`src/rtl/core/gtdg_pkg.sv`:
```
// Shared widths, codes and types of the GEMM tile descriptor generator.
// Used by every module in rtl/core; depends on nothing.
`default_nettype none
package gtdg_pkg;

    // Default geometry, handed to the top-level parameters
    localparam int DEF_MAX_N_TILES = 64;
    localparam int DEF_TILE_SIDE   = 14;
    localparam int DEF_TILE_BYTES  = 196;

    // Field widths
    localparam int IDX_W  = 13;   // tile_m, tile_k, loop counters
    localparam int TN_W   = 6;    // tile_n
    localparam int NZ_W   = 25;   // nonzero block counter
    localparam int ADDR_W = 32;   // byte offsets and bases
    localparam int DIM_W  = 16;   // widest dimension register
    localparam int MK_W   = 14;   // M and K tile counts, up to TILE_CAP
    localparam int NT_W   = 7;    // N tile count, up to 64
    localparam int TILE_CAP = 8192;
    localparam int DIM_RESET = 14;

    localparam int QUEUE_DEPTH = 2;

    // Port widths
    localparam int CFG_ADDR_W = 3;
    localparam int CFG_DATA_W = 32;
    localparam int S_TDATA_W  = 32;
    localparam int S_TUSER_W  = 3;
    localparam int M_TDATA_W  = 96;
    localparam int M_TUSER_W  = 4;

    // Opcodes
    localparam logic [1:0] OP_RESTART = 2'd0;
    localparam logic [1:0] OP_ADVANCE = 2'd1;
    localparam logic [1:0] OP_SPARSE  = 2'd2;

    // Loop orders
    localparam logic [1:0] LO_OS     = 2'd0;
    localparam logic [1:0] LO_WS     = 2'd1;
    localparam logic [1:0] LO_SPARSE = 2'd2;

    // Register indexes
    localparam logic [CFG_ADDR_W-1:0] REG_DIM_M      = 3'd0;
    localparam logic [CFG_ADDR_W-1:0] REG_DIM_N      = 3'd1;
    localparam logic [CFG_ADDR_W-1:0] REG_DIM_K      = 3'd2;
    localparam logic [CFG_ADDR_W-1:0] REG_WEIGHT_B   = 3'd3;
    localparam logic [CFG_ADDR_W-1:0] REG_ACT_B      = 3'd4;
    localparam logic [CFG_ADDR_W-1:0] REG_LOOP_ORDER = 3'd5;

    // Settings the back end needs, held stable by the front end
    typedef struct packed {
        logic [NT_W-1:0]   n_tiles_n;
        logic [MK_W-1:0]   n_tiles_k;
        logic [ADDR_W-1:0] weight_base;
        logic [ADDR_W-1:0] activation_base;
    } cfg_t;

    // One classified job, front to back
    typedef struct packed {
        logic             sparse;
        logic [IDX_W-1:0] m;
        logic [TN_W-1:0]  n;
        logic [IDX_W-1:0] k;
        logic [NZ_W-1:0]  nz;
        logic             first_k;
        logic             final_k;
        logic             cached_en;
        logic             plan_done;
    } job_t;

endpackage
`default_nettype wire

```
`src/rtl/core/gtdg_queue.sv`:
```
// Small job queue between front and back end.
// Depends on gtdg_pkg for the job type.
`default_nettype none
module gtdg_queue #(
    parameter int DEPTH = gtdg_pkg::QUEUE_DEPTH
) (
    input  wire logic          aclk,
    input  wire logic          aresetn,
    input  wire logic          push,
    input  gtdg_pkg::job_t     push_data,
    input  wire logic          pop,
    output gtdg_pkg::job_t     pop_data,
    output logic               full,
    output logic               empty
);
    import gtdg_pkg::*;

    localparam int PW = (DEPTH > 1) ? $clog2(DEPTH) : 1;
    localparam int CW = $clog2(DEPTH + 1);

    job_t          mem [DEPTH];
    logic [PW-1:0] wr_ptr_reg, wr_ptr_next;
    logic [PW-1:0] rd_ptr_reg, rd_ptr_next;
    logic [CW-1:0] count_reg, count_next;

    assign full     = (count_reg == CW'(DEPTH));
    assign empty    = (count_reg == '0);
    assign pop_data = mem[rd_ptr_reg];

    always_comb begin
        wr_ptr_next = wr_ptr_reg;
        rd_ptr_next = rd_ptr_reg;
        count_next  = count_reg;
        if (push) begin
            wr_ptr_next = (wr_ptr_reg == PW'(DEPTH - 1)) ? '0 : wr_ptr_reg + 1'b1;
        end
        if (pop) begin
            rd_ptr_next = (rd_ptr_reg == PW'(DEPTH - 1)) ? '0 : rd_ptr_reg + 1'b1;
        end
        if (push && !pop) begin
            count_next = count_reg + 1'b1;
        end else if (pop && !push) begin
            count_next = count_reg - 1'b1;
        end
    end

    always_ff @(posedge aclk) begin
        if (!aresetn) begin
            wr_ptr_reg <= '0;
            rd_ptr_reg <= '0;
            count_reg  <= '0;
        end else begin
            wr_ptr_reg <= wr_ptr_next;
            rd_ptr_reg <= rd_ptr_next;
            count_reg  <= count_next;
        end
    end

    always_ff @(posedge aclk) begin
        if (push) begin
            mem[wr_ptr_reg] <= push_data;
        end
    end

endmodule
`default_nettype wire

```
`src/rtl/core/gtdg_front.sv`:
```
// Front end: configuration registers, tile counts, dense loop position and
// input classification into jobs. Depends on gtdg_pkg.
`default_nettype none
module gtdg_front #(
    parameter int MAX_N_TILES = gtdg_pkg::DEF_MAX_N_TILES,
    parameter int TILE_SIDE   = gtdg_pkg::DEF_TILE_SIDE
) (
    input  wire logic                                aclk,
    input  wire logic                                aresetn,
    input  wire logic                                cfg_we,
    input  wire logic [gtdg_pkg::CFG_ADDR_W-1:0]     cfg_addr,
    input  wire logic [gtdg_pkg::CFG_DATA_W-1:0]     cfg_wdata,
    input  wire logic                                s_tvalid,
    output logic                                     s_tready,
    input  wire logic [gtdg_pkg::S_TDATA_W-1:0]      s_tdata,
    input  wire logic [gtdg_pkg::S_TUSER_W-1:0]      s_tuser,
    input  wire logic                                s_tlast,
    input  wire logic                                q_full,
    output logic                                     push,
    output gtdg_pkg::job_t                           job,
    output gtdg_pkg::cfg_t                           cfg
);
    import gtdg_pkg::*;

    // Ceiling division by TILE_SIDE through a reciprocal multiply:
    // floor(x * RECIP / 2^SH) is exact for every XW-bit x.
    localparam int  XW    = DIM_W + 1;
    localparam int  L     = $clog2(TILE_SIDE);
    localparam int  SH    = XW + L;
    localparam longint RECIP = ((longint'(1) << SH) + TILE_SIDE - 1) / TILE_SIDE;
    localparam int  RW    = SH + XW + 2;

    function automatic logic [MK_W-1:0] tiles_of(input logic [DIM_W-1:0] dim,
                                                 input logic [MK_W-1:0] cap);
        logic [XW-1:0] x;
        logic [RW-1:0] prod;
        logic [XW-1:0] q;
        x    = {1'b0, dim} + XW'(TILE_SIDE - 1);
        prod = RW'(x) * RW'(RECIP);
        q    = XW'(prod >> SH);
        tiles_of = (q > XW'(cap)) ? cap : MK_W'(q);
    endfunction

    logic [MK_W-1:0]   n_m_reg, n_k_reg;
    logic [NT_W-1:0]   n_n_reg;
    logic [ADDR_W-1:0] wbase_reg, abase_reg;
    logic [1:0]        order_reg;
    logic [IDX_W-1:0]  outer_reg, middle_reg, inner_reg;
    logic [NZ_W-1:0]   nz_reg;
    logic              finished_reg;

    logic [DIM_W-1:0] wr_dim;
    logic [MK_W-1:0]  wr_cap, wr_tiles;

    logic [1:0]       opcode;
    logic [IDX_W-1:0] blk_row, blk_col;
    logic             row_first, row_last;
    logic             accept, ws, dense_op, sparse_op, pos_ok;
    logic             inner_end, middle_end, outer_end, last;
    logic [MK_W-1:0]  bm, bi, n_n_ext;
    logic [IDX_W-1:0] cur_k;
    logic [TN_W-1:0]  cur_n;

    // Shared tile-count unit for whichever dimension is being written
    assign wr_dim   = (cfg_addr == REG_DIM_N) ? DIM_W'(cfg_wdata[9:0])
                                              : cfg_wdata[DIM_W-1:0];
    assign wr_cap   = (cfg_addr == REG_DIM_N) ? MK_W'(MAX_N_TILES) : MK_W'(TILE_CAP);
    assign wr_tiles = tiles_of(wr_dim, wr_cap);

    assign opcode    = s_tuser[1:0];
    assign row_first = s_tuser[2];
    assign blk_row   = s_tdata[IDX_W-1:0];
    assign blk_col   = s_tdata[2*IDX_W-1:IDX_W];
    assign row_last  = s_tlast;

    assign s_tready  = !q_full;
    assign accept    = s_tvalid && s_tready;
    assign ws        = (order_reg == LO_WS);
    assign dense_op  = (opcode == OP_ADVANCE) && (order_reg == LO_OS || order_reg == LO_WS);
    assign sparse_op = (opcode == OP_SPARSE) && (order_reg == LO_SPARSE);

    assign n_n_ext = MK_W'(n_n_reg);
    assign bm      = ws ? n_k_reg : n_n_ext;
    assign bi      = ws ? n_n_ext : n_k_reg;

    assign pos_ok = (n_m_reg != '0) && (n_n_reg != '0) && (n_k_reg != '0) &&
                    ({1'b0, outer_reg} < n_m_reg) && ({1'b0, middle_reg} < bm) &&
                    ({1'b0, inner_reg} < bi);
    assign inner_end  = ({1'b0, inner_reg}  == bi - 1'b1);
    assign middle_end = ({1'b0, middle_reg} == bm - 1'b1);
    assign outer_end  = ({1'b0, outer_reg}  == n_m_reg - 1'b1);
    assign last       = inner_end && middle_end && outer_end;

    assign cur_k = ws ? middle_reg : inner_reg;
    assign cur_n = ws ? inner_reg[TN_W-1:0] : middle_reg[TN_W-1:0];

    assign push = accept && ((dense_op && !finished_reg && pos_ok) ||
                             (sparse_op && n_n_reg != '0));

    always_comb begin
        job = '0;
        if (sparse_op) begin
            job.sparse    = 1'b1;
            job.m         = blk_row;
            job.k         = blk_col;
            job.nz        = nz_reg;
            job.first_k   = row_first;
            job.final_k   = row_last;
            job.cached_en = 1'b1;
        end else begin
            job.m         = outer_reg;
            job.n         = cur_n;
            job.k         = cur_k;
            job.first_k   = (cur_k == '0);
            job.final_k   = ({1'b0, cur_k} == n_k_reg - 1'b1);
            job.cached_en = ws;
            job.plan_done = last;
        end
    end

    assign cfg.n_tiles_n       = n_n_reg;
    assign cfg.n_tiles_k       = n_k_reg;
    assign cfg.weight_base     = wbase_reg;
    assign cfg.activation_base = abase_reg;

    always_ff @(posedge aclk) begin
        if (!aresetn) begin
            n_m_reg   <= tiles_of(DIM_W'(DIM_RESET), MK_W'(TILE_CAP));
            n_n_reg   <= NT_W'(tiles_of(DIM_W'(DIM_RESET), MK_W'(MAX_N_TILES)));
            n_k_reg   <= tiles_of(DIM_W'(DIM_RESET), MK_W'(TILE_CAP));
            wbase_reg <= '0;
            abase_reg <= '0;
            order_reg <= LO_OS;
        end else if (cfg_we) begin
            unique case (cfg_addr)
                REG_DIM_M:      n_m_reg   <= wr_tiles;
                REG_DIM_N:      n_n_reg   <= NT_W'(wr_tiles);
                REG_DIM_K:      n_k_reg   <= wr_tiles;
                REG_WEIGHT_B:   wbase_reg <= cfg_wdata[ADDR_W-1:0];
                REG_ACT_B:      abase_reg <= cfg_wdata[ADDR_W-1:0];
                REG_LOOP_ORDER: order_reg <= cfg_wdata[1:0];
                default: ;
            endcase
        end
    end

    always_ff @(posedge aclk) begin
        if (!aresetn) begin
            outer_reg    <= '0;
            middle_reg   <= '0;
            inner_reg    <= '0;
            nz_reg       <= '0;
            finished_reg <= 1'b0;
        end else if (accept) begin
            if (opcode == OP_RESTART) begin
                outer_reg    <= '0;
                middle_reg   <= '0;
                inner_reg    <= '0;
                nz_reg       <= '0;
                finished_reg <= 1'b0;
            end else if (sparse_op) begin
                nz_reg <= nz_reg + 1'b1;
            end else if (dense_op && !finished_reg) begin
                priority if (!pos_ok) begin
                    // empty grid or position left off grid by a write
                    finished_reg <= 1'b1;
                end else if (last) begin
                    finished_reg <= 1'b1;
                    outer_reg    <= '0;
                    middle_reg   <= '0;
                    inner_reg    <= '0;
                end else if (inner_end) begin
                    inner_reg <= '0;
                    if (middle_end) begin
                        middle_reg <= '0;
                        outer_reg  <= outer_reg + 1'b1;
                    end else begin
                        middle_reg <= middle_reg + 1'b1;
                    end
                end else begin
                    inner_reg <= inner_reg + 1'b1;
                end
            end
        end
    end

endmodule
`default_nettype wire

```
`src/rtl/core/gtdg_back.sv`:
```
// Back end: takes jobs from the queue, forms byte offsets through a short
// multiply sequence and emits descriptors. Depends on gtdg_pkg.
`default_nettype none
module gtdg_back #(
    parameter int TILE_BYTES = gtdg_pkg::DEF_TILE_BYTES
) (
    input  wire logic                             aclk,
    input  wire logic                             aresetn,
    input  gtdg_pkg::cfg_t                        cfg,
    input  gtdg_pkg::job_t                        q_data,
    input  wire logic                             q_empty,
    output logic                                  q_pop,
    output logic                                  m_tvalid,
    input  wire logic                             m_tready,
    output logic [gtdg_pkg::M_TDATA_W-1:0]        m_tdata,
    output logic [gtdg_pkg::M_TUSER_W-1:0]        m_tuser,
    output logic                                  m_tlast
);
    import gtdg_pkg::*;

    localparam logic [2:0] ST_IDLE  = 3'd0;
    localparam logic [2:0] ST_MUL   = 3'd1;
    localparam logic [2:0] ST_SCALE = 3'd2;
    localparam logic [2:0] ST_BASE  = 3'd3;
    localparam logic [2:0] ST_EMIT  = 3'd4;

    localparam int WI_W = 2 * IDX_W + 1;   // weight tile index
    localparam int AI_W = IDX_W + NT_W;    // activation tile index

    logic [2:0]        state_reg, state_next;
    job_t              job_reg;
    logic [WI_W-1:0]   pw_reg;
    logic [AI_W-1:0]   pa_reg;
    logic [ADDR_W-1:0] wbyte_reg, abyte_reg;
    logic [ADDR_W-1:0] w_reg, a_reg;
    logic [TN_W-1:0]   n_cnt_reg;
    logic              out_valid_reg;
    logic [M_TDATA_W-1:0] out_data_reg;
    logic [M_TUSER_W-1:0] out_user_reg;
    logic              out_last_reg;

    logic              load, last_one;
    logic [WI_W-1:0]   widx;
    logic [AI_W-1:0]   aidx;

    assign q_pop    = (state_reg == ST_IDLE) && !q_empty;
    assign load     = (state_reg == ST_EMIT) && (!out_valid_reg || m_tready);
    assign last_one = !job_reg.sparse || (NT_W'(n_cnt_reg) == cfg.n_tiles_n - 1'b1);
    assign widx     = pw_reg + (job_reg.sparse ? '0 : WI_W'(job_reg.k));
    assign aidx     = pa_reg + AI_W'(job_reg.n);

    always_comb begin
        state_next = state_reg;
        unique case (state_reg)
            ST_IDLE:  if (!q_empty) state_next = ST_MUL;
            ST_MUL:   state_next = ST_SCALE;
            ST_SCALE: state_next = ST_BASE;
            ST_BASE:  state_next = ST_EMIT;
            ST_EMIT:  if (load && last_one) state_next = ST_IDLE;
            default:  state_next = ST_IDLE;
        endcase
    end

    always_ff @(posedge aclk) begin
        if (!aresetn) begin
            state_reg     <= ST_IDLE;
            out_valid_reg <= 1'b0;
        end else begin
            state_reg <= state_next;
            if (load) begin
                out_valid_reg <= 1'b1;
            end else if (m_tready) begin
                out_valid_reg <= 1'b0;
            end
        end
    end

    // Datapath: index products, byte scaling, base add, then the fan-out walk
    always_ff @(posedge aclk) begin
        if (q_pop) begin
            job_reg <= q_data;
        end
        if (state_reg == ST_MUL) begin
            pw_reg <= job_reg.sparse ? WI_W'(job_reg.nz)
                                     : WI_W'(job_reg.m) * WI_W'(cfg.n_tiles_k);
            pa_reg <= AI_W'(job_reg.k) * AI_W'(cfg.n_tiles_n);
        end
        if (state_reg == ST_SCALE) begin
            wbyte_reg <= ADDR_W'(widx) * ADDR_W'(TILE_BYTES);
            abyte_reg <= ADDR_W'(aidx) * ADDR_W'(TILE_BYTES);
        end
        if (state_reg == ST_BASE) begin
            w_reg     <= cfg.weight_base + wbyte_reg;
            a_reg     <= cfg.activation_base + abyte_reg;
            n_cnt_reg <= job_reg.n;
        end
        if (load) begin
            out_data_reg <= {a_reg, w_reg, job_reg.k, n_cnt_reg, job_reg.m};
            out_user_reg <= {job_reg.plan_done,
                             job_reg.cached_en && (n_cnt_reg != '0),
                             job_reg.final_k, job_reg.first_k};
            out_last_reg <= last_one;
            n_cnt_reg    <= n_cnt_reg + 1'b1;
            a_reg        <= a_reg + ADDR_W'(TILE_BYTES);
        end
    end

    assign m_tvalid = out_valid_reg;
    assign m_tdata  = out_data_reg;
    assign m_tuser  = out_user_reg;
    assign m_tlast  = out_last_reg;

endmodule
`default_nettype wire

```
`src/rtl/core/gemm_tile_descriptor_generator.sv`:
```
// Input to output: job pickup from the queue, index multiply, byte scaling,
// base add, output register. Throughput: the back end emits all R results of
// a job, R being its result count (1 for a dense advance, the N tile count
// for a sparse entry), before taking the next; the front end takes a
// transfer per cycle while the 2-entry job queue has room.
// Reset: synchronous, active-low aresetn restores default sizes and clears
// the plan position, nonzero counter and pending jobs; no clearing pass.
`default_nettype none
module gemm_tile_descriptor_generator #(
    parameter int MAX_N_TILES = gtdg_pkg::DEF_MAX_N_TILES,
    parameter int TILE_SIDE   = gtdg_pkg::DEF_TILE_SIDE,
    parameter int TILE_BYTES  = gtdg_pkg::DEF_TILE_BYTES
) (
    input  wire logic                              aclk,
    input  wire logic                              aresetn,
    input  wire logic                              cfg_we,
    input  wire logic [gtdg_pkg::CFG_ADDR_W-1:0]   cfg_addr,
    input  wire logic [gtdg_pkg::CFG_DATA_W-1:0]   cfg_wdata,
    input  wire logic                              s_tvalid,
    output logic                                   s_tready,
    // block_row[12:0], block_col[25:13], zero pad
    input  wire logic [gtdg_pkg::S_TDATA_W-1:0]    s_tdata,
    // opcode[1:0], row_first[2]
    input  wire logic [gtdg_pkg::S_TUSER_W-1:0]    s_tuser,
    input  wire logic                              s_tlast,    // row_last
    output logic                                   m_tvalid,
    input  wire logic                              m_tready,
    // tile_m[12:0], tile_n[18:13], tile_k[31:19], weight_offset[63:32],
    // activation_offset[95:64]
    output logic [gtdg_pkg::M_TDATA_W-1:0]         m_tdata,
    // first_k[0], final_k[1], weight_cached[2], plan_done[3]
    output logic [gtdg_pkg::M_TUSER_W-1:0]         m_tuser,
    output logic                                   m_tlast     // run_end
);
    import gtdg_pkg::*;

    cfg_t cfg;
    job_t push_job, pop_job;
    logic push, pop, q_full, q_empty;

    gtdg_front #(
        .MAX_N_TILES(MAX_N_TILES),
        .TILE_SIDE  (TILE_SIDE)
    ) u_front (
        .aclk     (aclk),
        .aresetn  (aresetn),
        .cfg_we   (cfg_we),
        .cfg_addr (cfg_addr),
        .cfg_wdata(cfg_wdata),
        .s_tvalid (s_tvalid),
        .s_tready (s_tready),
        .s_tdata  (s_tdata),
        .s_tuser  (s_tuser),
        .s_tlast  (s_tlast),
        .q_full   (q_full),
        .push     (push),
        .job      (push_job),
        .cfg      (cfg)
    );

    gtdg_queue #(
        .DEPTH(QUEUE_DEPTH)
    ) u_queue (
        .aclk     (aclk),
        .aresetn  (aresetn),
        .push     (push),
        .push_data(push_job),
        .pop      (pop),
        .pop_data (pop_job),
        .full     (q_full),
        .empty    (q_empty)
    );

    gtdg_back #(
        .TILE_BYTES(TILE_BYTES)
    ) u_back (
        .aclk    (aclk),
        .aresetn (aresetn),
        .cfg     (cfg),
        .q_data  (pop_job),
        .q_empty (q_empty),
        .q_pop   (pop),
        .m_tvalid(m_tvalid),
        .m_tready(m_tready),
        .m_tdata (m_tdata),
        .m_tuser (m_tuser),
        .m_tlast (m_tlast)
    );

endmodule
`default_nettype wire

```
`config.mk`:
```
export PLATFORM = sky130hd
export DESIGN_NAME = gemm_tile_descriptor_generator
export DESIGN_NICKNAME = d
export VERILOG_FILES = /design/src/rtl/core/gtdg_pkg.sv /design/src/rtl/core/gtdg_queue.sv /design/src/rtl/core/gtdg_front.sv /design/src/rtl/core/gtdg_back.sv /design/src/rtl/core/gemm_tile_descriptor_generator.sv
export SDC_FILE = /design/constraint.sdc
export NUM_CORES = 2
export LEC_CHECK = 0
export BUFFER_PORTS_ARGS = -buffer_cell sky130_fd_sc_hd__buf_4
export CAP_MARGIN = 10
export CORE_ASPECT_RATIO = 0.9
export CORE_UTILIZATION = 45
export CTS_CLUSTER_DIAMETER = 50
export DETAILED_ROUTE_END_ITERATION = 12
export PLACE_DENSITY = 0.62
export RECOVER_POWER = 50
export SYNTH_ARGS = -nofsm -noshare
export SYNTH_HDL_FRONTEND = slang
export SYNTH_SLANG_ARGS = --single-unit
```
`constraint.sdc`:
```
create_clock -name aclk -period 10.95 [get_ports aclk]
set_input_delay 0.5475 -clock aclk [delete_from_list [all_inputs] [get_ports aclk]]
set_output_delay 0.5475 -clock aclk [all_outputs]
set_load 0.02 [all_outputs]
```
-- Word-level counts from Yosys, hierarchy flattened
Memory sizes are Yosys's and may differ from the RTL's. A register that Yosys moved wholly into a read port is not among the register bits.
Index checks and enable logic that the tools add are counted.
Widths: inputs -> output; s select.
- bits in registers: 448
- bits in writable memories: 124
- input port bits: 76
- word-level logic and storage cells: 199
- memories kept: 1
- memory list (name ; words ; bits a word ; read ports ; clocked after Yosys merged registers in ; wr ports ; line ; RTL):
    u_queue.mem ; 2 ; 62 ; 1 ; 1 ; 1 ; gtdg_queue.sv:21 ; job_t mem [DEPTH];
- $add $sub $neg: 20
- multipliers: 5
- $lt $le $gt $ge: 4
- equality and inequality tests: 23
- muxes and demuxes: 58
- reduce and logical (&&, ||, !) cells: 61
- operators by type and width (kind ; count):
    $mux 13 ; 24
    $mux 25 ; 4
    $mux 32 ; 2
    $eq 13x14->1 ; 4
    $mux 14 ; 4
    $sub 14x1->14 const B ; 4
    $lt 13x14->1 ; 3
    $add 13x1->13 const B ; 3
    $mul 17x18->35 const B ; 1
    $add 32x28->32 ; 1
    $add 32x32->32 ; 1
    $add 32x8->32 const B ; 1
    $mul 27x6->30 const B ; 1
    $reduce_bool 14->1 ; 2
    $add 27x27->27 ; 1
    $mul 13x14->27 ; 1
    $mul 20x6->26 const B ; 1
    $add 25x1->25 const B ; 1
    $mux 6 ; 4
    $add 20x6->20 ; 1
    $logic_and 1x1->1 ; 20
    $mul 13x7->20 ; 1
    $add 16x4->17 const B ; 1
    $mux 16 ; 1
    31 further kinds ; 84

-- Longest topological paths before layout
- depth in word-level cells: 13
- depth in mapped cells: 41
- depth with buffers taken out: 40

-- Hierarchy
From an unflattened synthesis, not the netlist that was laid out.
- cell total of the unflattened synthesis: 4844
- area, all modules: 48367.6 um2
- by module, submodules not included (module ; instances ; cells an instance ; area an instance (um2) ; seq. area each (um2)):
    gtdg_back ; 1 ; 2676 ; 28547.4 ; 10169.8
    gtdg_front ; 1 ; 1953 ; 15107.0 ; 3323.2
    gtdg_queue ; 1 ; 215 ; 4713.3 ; 3823.7

-- Least setup slack after synthesis
No wires, ideal clock.
- path type: input to register
- start: input port cfg_wdata[0] (netlist name)
- end: register u_front.n_m_reg[13]
- data arrival time: 8.386 ns
- path slack: 2.421 ns
- cell stages on the path: 38
- path buffers: 1
- path through: ha_1 or3_1 nand3_1 nor2_1 nand4_1 nor2_1 nand3_1 xor2_1 nor2_1 ha_1 xnor2_1 ha_1 a21o_1 fa_1 inv_1 fa_1 fa_1 inv_1 [2 not listed] and3_1 a311o_1 a21oi_2 a21oi_1 a311oi_2 o21bai_1 a21oi_2 o21bai_1 xnor2_1 inv_1 ha_1 nand3_1 nor4_1 and3_1 o2111ai_1 o31ai_2 buf_2 a31oi_1
- cells in the longest elaborated chain, start to end: 5
- ends and longest elaborated chain (what ; line ; RTL):
    start: declaration ; gemm_tile_descriptor_generator.sv:18 ; input wire logic [gtdg_pkg::CFG_DATA_W-1:0] cfg_wdata,
    $mux 16 * ; gtdg_front.sv:65 ; assign wr_dim = (cfg_addr == REG_DIM_N) ? DIM_W'(cfg_wdata[9:0])
    $add 16x4->17 * ; gtdg_front.sv:38 ; x = {1'b0, dim} + XW'(TILE_SIDE - 1);
    $mul 17x18->35 * ; gtdg_front.sv:39 ; prod = RW'(x) * RW'(RECIP);
    $gt 14x14->1 ; gtdg_front.sv:41 ; tiles_of = (q > XW'(cap)) ? cap : MK_W'(q);
    $mux 14 * ; gtdg_front.sv:41 ;
    end signal: assignment ; gtdg_front.sv:128 ; n_m_reg <= tiles_of(DIM_W'(DIM_RESET), MK_W'(TILE_CAP));
    end signal: assignment ; gtdg_front.sv:136 ; REG_DIM_M: n_m_reg <= wr_tiles;
    end: declaration ; gtdg_front.sv:44 ; logic [MK_W-1:0] n_m_reg, n_k_reg;
Mark *: on every way between the ends. The rest lies on a longest branch, timed or not.
A chain may end at the register's enable or synchronous reset.

-- Worst setup path after layout
- start: input port cfg_wdata[0] (netlist name)
- end: register u_front.n_m_reg[3]
The elaborated chain is that of the path after synthesis.

==> results.md <==
- The flow ran to the end, but the final reports show violations.
- The checks that failed: capacitance limit, slew limit.
- At the later pin of the worst-skew pair, clock insertion delay measures approximately 0.64 ns.
- The number of max-slew violations in the final report came to about 460.
- The clock tree buffer depth is 3.
- The count of warnings emitted by yosys is 0.
- Summed over all layers, the routed wires come to approximately 110000 um.
- Of the total power, the clock network draws 0.150.
- The first-pass GRT wire length is around 180000 um.
- In the final layout, flip-flops and latches occupy ~0.017 sq mm.
- The area growth from synthesis to layout is 10.3%.
- The setup TNS after final layout is 0 ns.
- After global routing the overflow that remains totals 0.
- Counting every sink on the clock net gives between 600 and 700.
- After detailed routing, the average wire length per cell comes to 18.1 um.
- Data on the critical path arrives at its endpoint at 9.68 ns.
- The biggest cell delay along the critical path is 0.55 ns.
- Max-cap violations in this run came to 8.
- Of the cells placed in the final design, the portion with a size suffix greater than 1 is 0.0736.
- The synthesized netlist contains 92 unique library cells.
- The net switching power is ~0.007 W.
- By instance count, the cell type seen most on the critical path is ha_1.
- The number of DRC markers in iteration 0 is 1984.
- Broken down by cell family, the worst path's largest delay share belongs to adder cells.
- The synthesized instance count is 4555.
- The worst setup path is launched from an input port.
- The total routing usage reported by global routing is 0.216.
- Setup slack on the worst reg-to-reg path comes out at 3.58 ns.
- Of all nets on the critical path, the largest fanout is 23.
- The final layout contains 5549 nets.
- For this design the top-level I/O count stands at approximately 180.
- The H-tree level count is 3.
- Dividing the final minimum period by the clock period gives 0.831.
- Setup repair after global routing left no endpoint under its margin.
- For this run, the top clock speed supported by timing is approximately 110 MHz.
- The measured slew at the worst slew-check pin is between 4 and 5 ns.
- The final weighted congestion in routability-driven placement is 0.914.
- The worst setup path is captured at a flop.
- The starting utilization of the core area is 0.456.
- The portion of the post-synthesis area used by sequential elements is 0.371.
- The total nets after synthesis is about 5400.
- In this run the remaining antenna-violating nets after routing total 0.
- Together, buffers and inverters on the worst path number 5.
- In this run the static leakage power is 22.1 nW.
- The max-slew headroom at the worst pin is -2.16.
- The number of core rows is about 110.
- The largest net degree at the start of global routing is 85.
- The share of total power consumed by net switching is 0.428.
- The CTS clock-pin slew for the worst setup and hold paths is 0.06 ns.
- The clock root buffer is clkbuf_16.
- On the final layout, the worst clock skew is between 0.02 and 0.03 ns.
- The number of buffers added by the clock tree synthesis step is ~80.
- The floorplan die area is around 0.10 sq mm.
- The peak ir drop on the vdd network is 0.543 mV.
- The cell area that synthesis handed to floorplanning was around 0.047 sq mm.
- The proportion of register bits with asynchronous set or reset after synthesis is 0.
- The mean post-synth cell area is just over 10 sq um.
- The slowest cell on the critical path is fa_1.
- The tightest hold path in the finished design has a slack of about 0.17 ns.
- The initial antenna violation count is 2.
- The most used flip-flop cell after synthesis is edfxtp_1.
- The register bit total from synthesis is around 630.
- Cell internal power was estimated by the tool at 0.00945 W.
- In the routed design, unresolved DRC markers number 0.
- From left edge to right edge, the die measures between 300 and 400 um.
- For this design the ratio of total power to cell area is 321 mW/mm^2.
- The first TritonRoute pass finished after 6 iterations.
- Detailed placement finished with a half-perimeter wire length of 85300 um.
- The sequential group share of total power is 0.244.
- The share of total power dissipated in combinational logic is 0.606.
- The combined area of the multi-input logic cells is roughly 0.027 sq mm.
- The tightest min-delay check is of the input port to flop type.
- The number of global-route vias before repair is about 32000.
- TritonCTS built the clock tree.
- The die boundary height is about 310 um.
- The number of vias per cell after detailed routing is 5.27.
- The core region is slightly above 0.1 sq mm.
- The total vias in the final route is around 32000.
- The clock period could shrink to a little over 9 ns.
- The data required time at the worst endpoint is around 12 ns.
- Setup violations remaining at the end of the flow were counted as 0.
- The synthesized design contains 460 enable-type register cells.
- The number of buffers added to fix hold violations after cts is 0.
- Post-CTS timing repair inserted 0 buffers for setup.
- The number of hold violations in the final report is 0.
- The number of buffers inserted by port buffering is roughly 170.
- The flip-flop count of the largest register, all copies and words added is ~120.
- Once the clock tree was built, the resizer swapped 0 gates to a different size.
- The number of fillers in the final layout is 9424.
- By startpoint and endpoint, the worst setup path is classified as input port to flop.
## through the flow
step | util | instances | instance area [sq um] | setup slack [ns] | power (W)
floorplan | - | 4555 | 46600 | 2.42 | 0.0119
global placement | 0.484 | 5981 | 49400 | 1.43 | 0.0140
detailed placement | 0.484 | 5981 | 49400 | 1.20 | 0.0140
CTS | 0.508 | 6125 | 51900 | 1.85 | 0.0167
global route | 0.503 | 6125 | 51500 | 1.16 | 0.0183
finish | 0.503 | 6126 | 51500 | 1.85 | 0.0165
## synthesized netlist by cell type, drive strengths merged, types with 32 or more instances
cell    number  share of area
xnor2      227          0.043
o21ai      120          0.013
mux2        73          0.018
a21oi      269          0.029
dfxtp      174          0.075
ha         493           0.13
nor2       251          0.020
nor3        63         0.0070
nor2b       38         0.0051
inv        495          0.040
and3        49         0.0066
nand2      549          0.044
xor2       143          0.027
nand3       97          0.010
a21o        69          0.011
and2       131          0.018
o21bai      32         0.0052
clkbuf     125          0.010
edfxtp     460           0.30
fa         275           0.12
nand4       42         0.0060
## power groups by stage
| stage | clock network (W) | logic [W] | registers (W) |
|---|---|---|---|
| 4_1_cts | 0.00254 | 0.0101 | 0.00402 |
| 5_1_grt | 0.00263 | 0.0116 | 0.00407 |
| 3_3_place_gp | 0 | 0.00989 | 0.00406 |
| 3_5_place_dp | 0 | 0.00998 | 0.00407 |
| 2_1_floorplan | 0 | 0.00799 | 0.00387 |
| 6_report | 0.00248 | 0.0100 | 0.00403 |
## worst register-to-register path: stages (launching register included)
cell and delay, ns:
edfxtp_1 0.99, buf_4 0.54, nor2b_1 0.11, ha_1 0.35, a21o_1 0.18, a21o_1 0.19
a21oi_1 0.20, o21ai_0 0.17, a211o_1 0.32, a21oi_1 0.36, nand2b_1 0.17, xnor2_1 0.20
ha_1 0.31, fa_1 0.46, ha_1 0.31, ha_1 0.36, a21o_1 0.20, a21o_1 0.17
a21oi_1 0.22, a21boi_0 0.23, o21a_1 0.17, nor2b_1 0.05, o21a_1 0.17, o31a_1 0.25
o41ai_1 0.32, xnor2_1 0.10
## path summary, 6_finish.rpt
kind / start / to / cells after the start
worst min-delay path: cfg_wdata[29] / u_front.abase_reg[29] / 3
worst min register to register: u_back.w_reg[28] / u_back.m_tdata[60] / 0
worst max-delay path: cfg_wdata[0] / u_front.n_m_reg[3] / 39
worst max register to register: u_back.job_reg[61] / u_back.wbyte_reg[30] / 25
## layout by cell type, fill, tap and decap left out, types with 41 or more instances in the layout
master and n:
nand2_1 549, o21ai_0 118, fa_1 275, nand4_1 41, clkbuf_1 135, clkbuf_16 79
and3_1 49, ha_1 493, a21oi_1 267, edfxtp_1 460, buf_4 101, xnor2_1 227
mux2_2 68, and2_1 110, a21o_1 69, xor2_1 143, nor2_1 248, dfxtp_1 174
nand3_1 96, nor3_1 61, inv_1 495
## kinds of logic after synthesis
kind of cell	Yosys count	share of synthesized area
and+or+nand+nor	1350	0.138
adders and majority gates	768	0.250
AOI/OAI and AO/OA	688	0.0946
buffers and inverters	646	0.0527
DFF	634	0.371
xor gates and xnor gates	370	0.0695
muxes	99	0.0239
## final cells by class
class,instances,area share
diodes,1,0.0000486
clock buffers,103,0.0415
clock inverters,41,0.00691
inverters,497,0.0363
multi-input cells,3275,0.523
flip-flops and latches,634,0.336
well taps,1356,0.0330
repair buffers,219,0.0233
## per-layer routing
layer / global-route usage / routed length (um)
met1: 0.306 / 52900
met2: 0.345 / 49300
met3: 0.0313 / 6190
met4: 0.0554 / 2660
met5: 0 / 11
No activity file was read; power rests on OpenSTA's default activity.
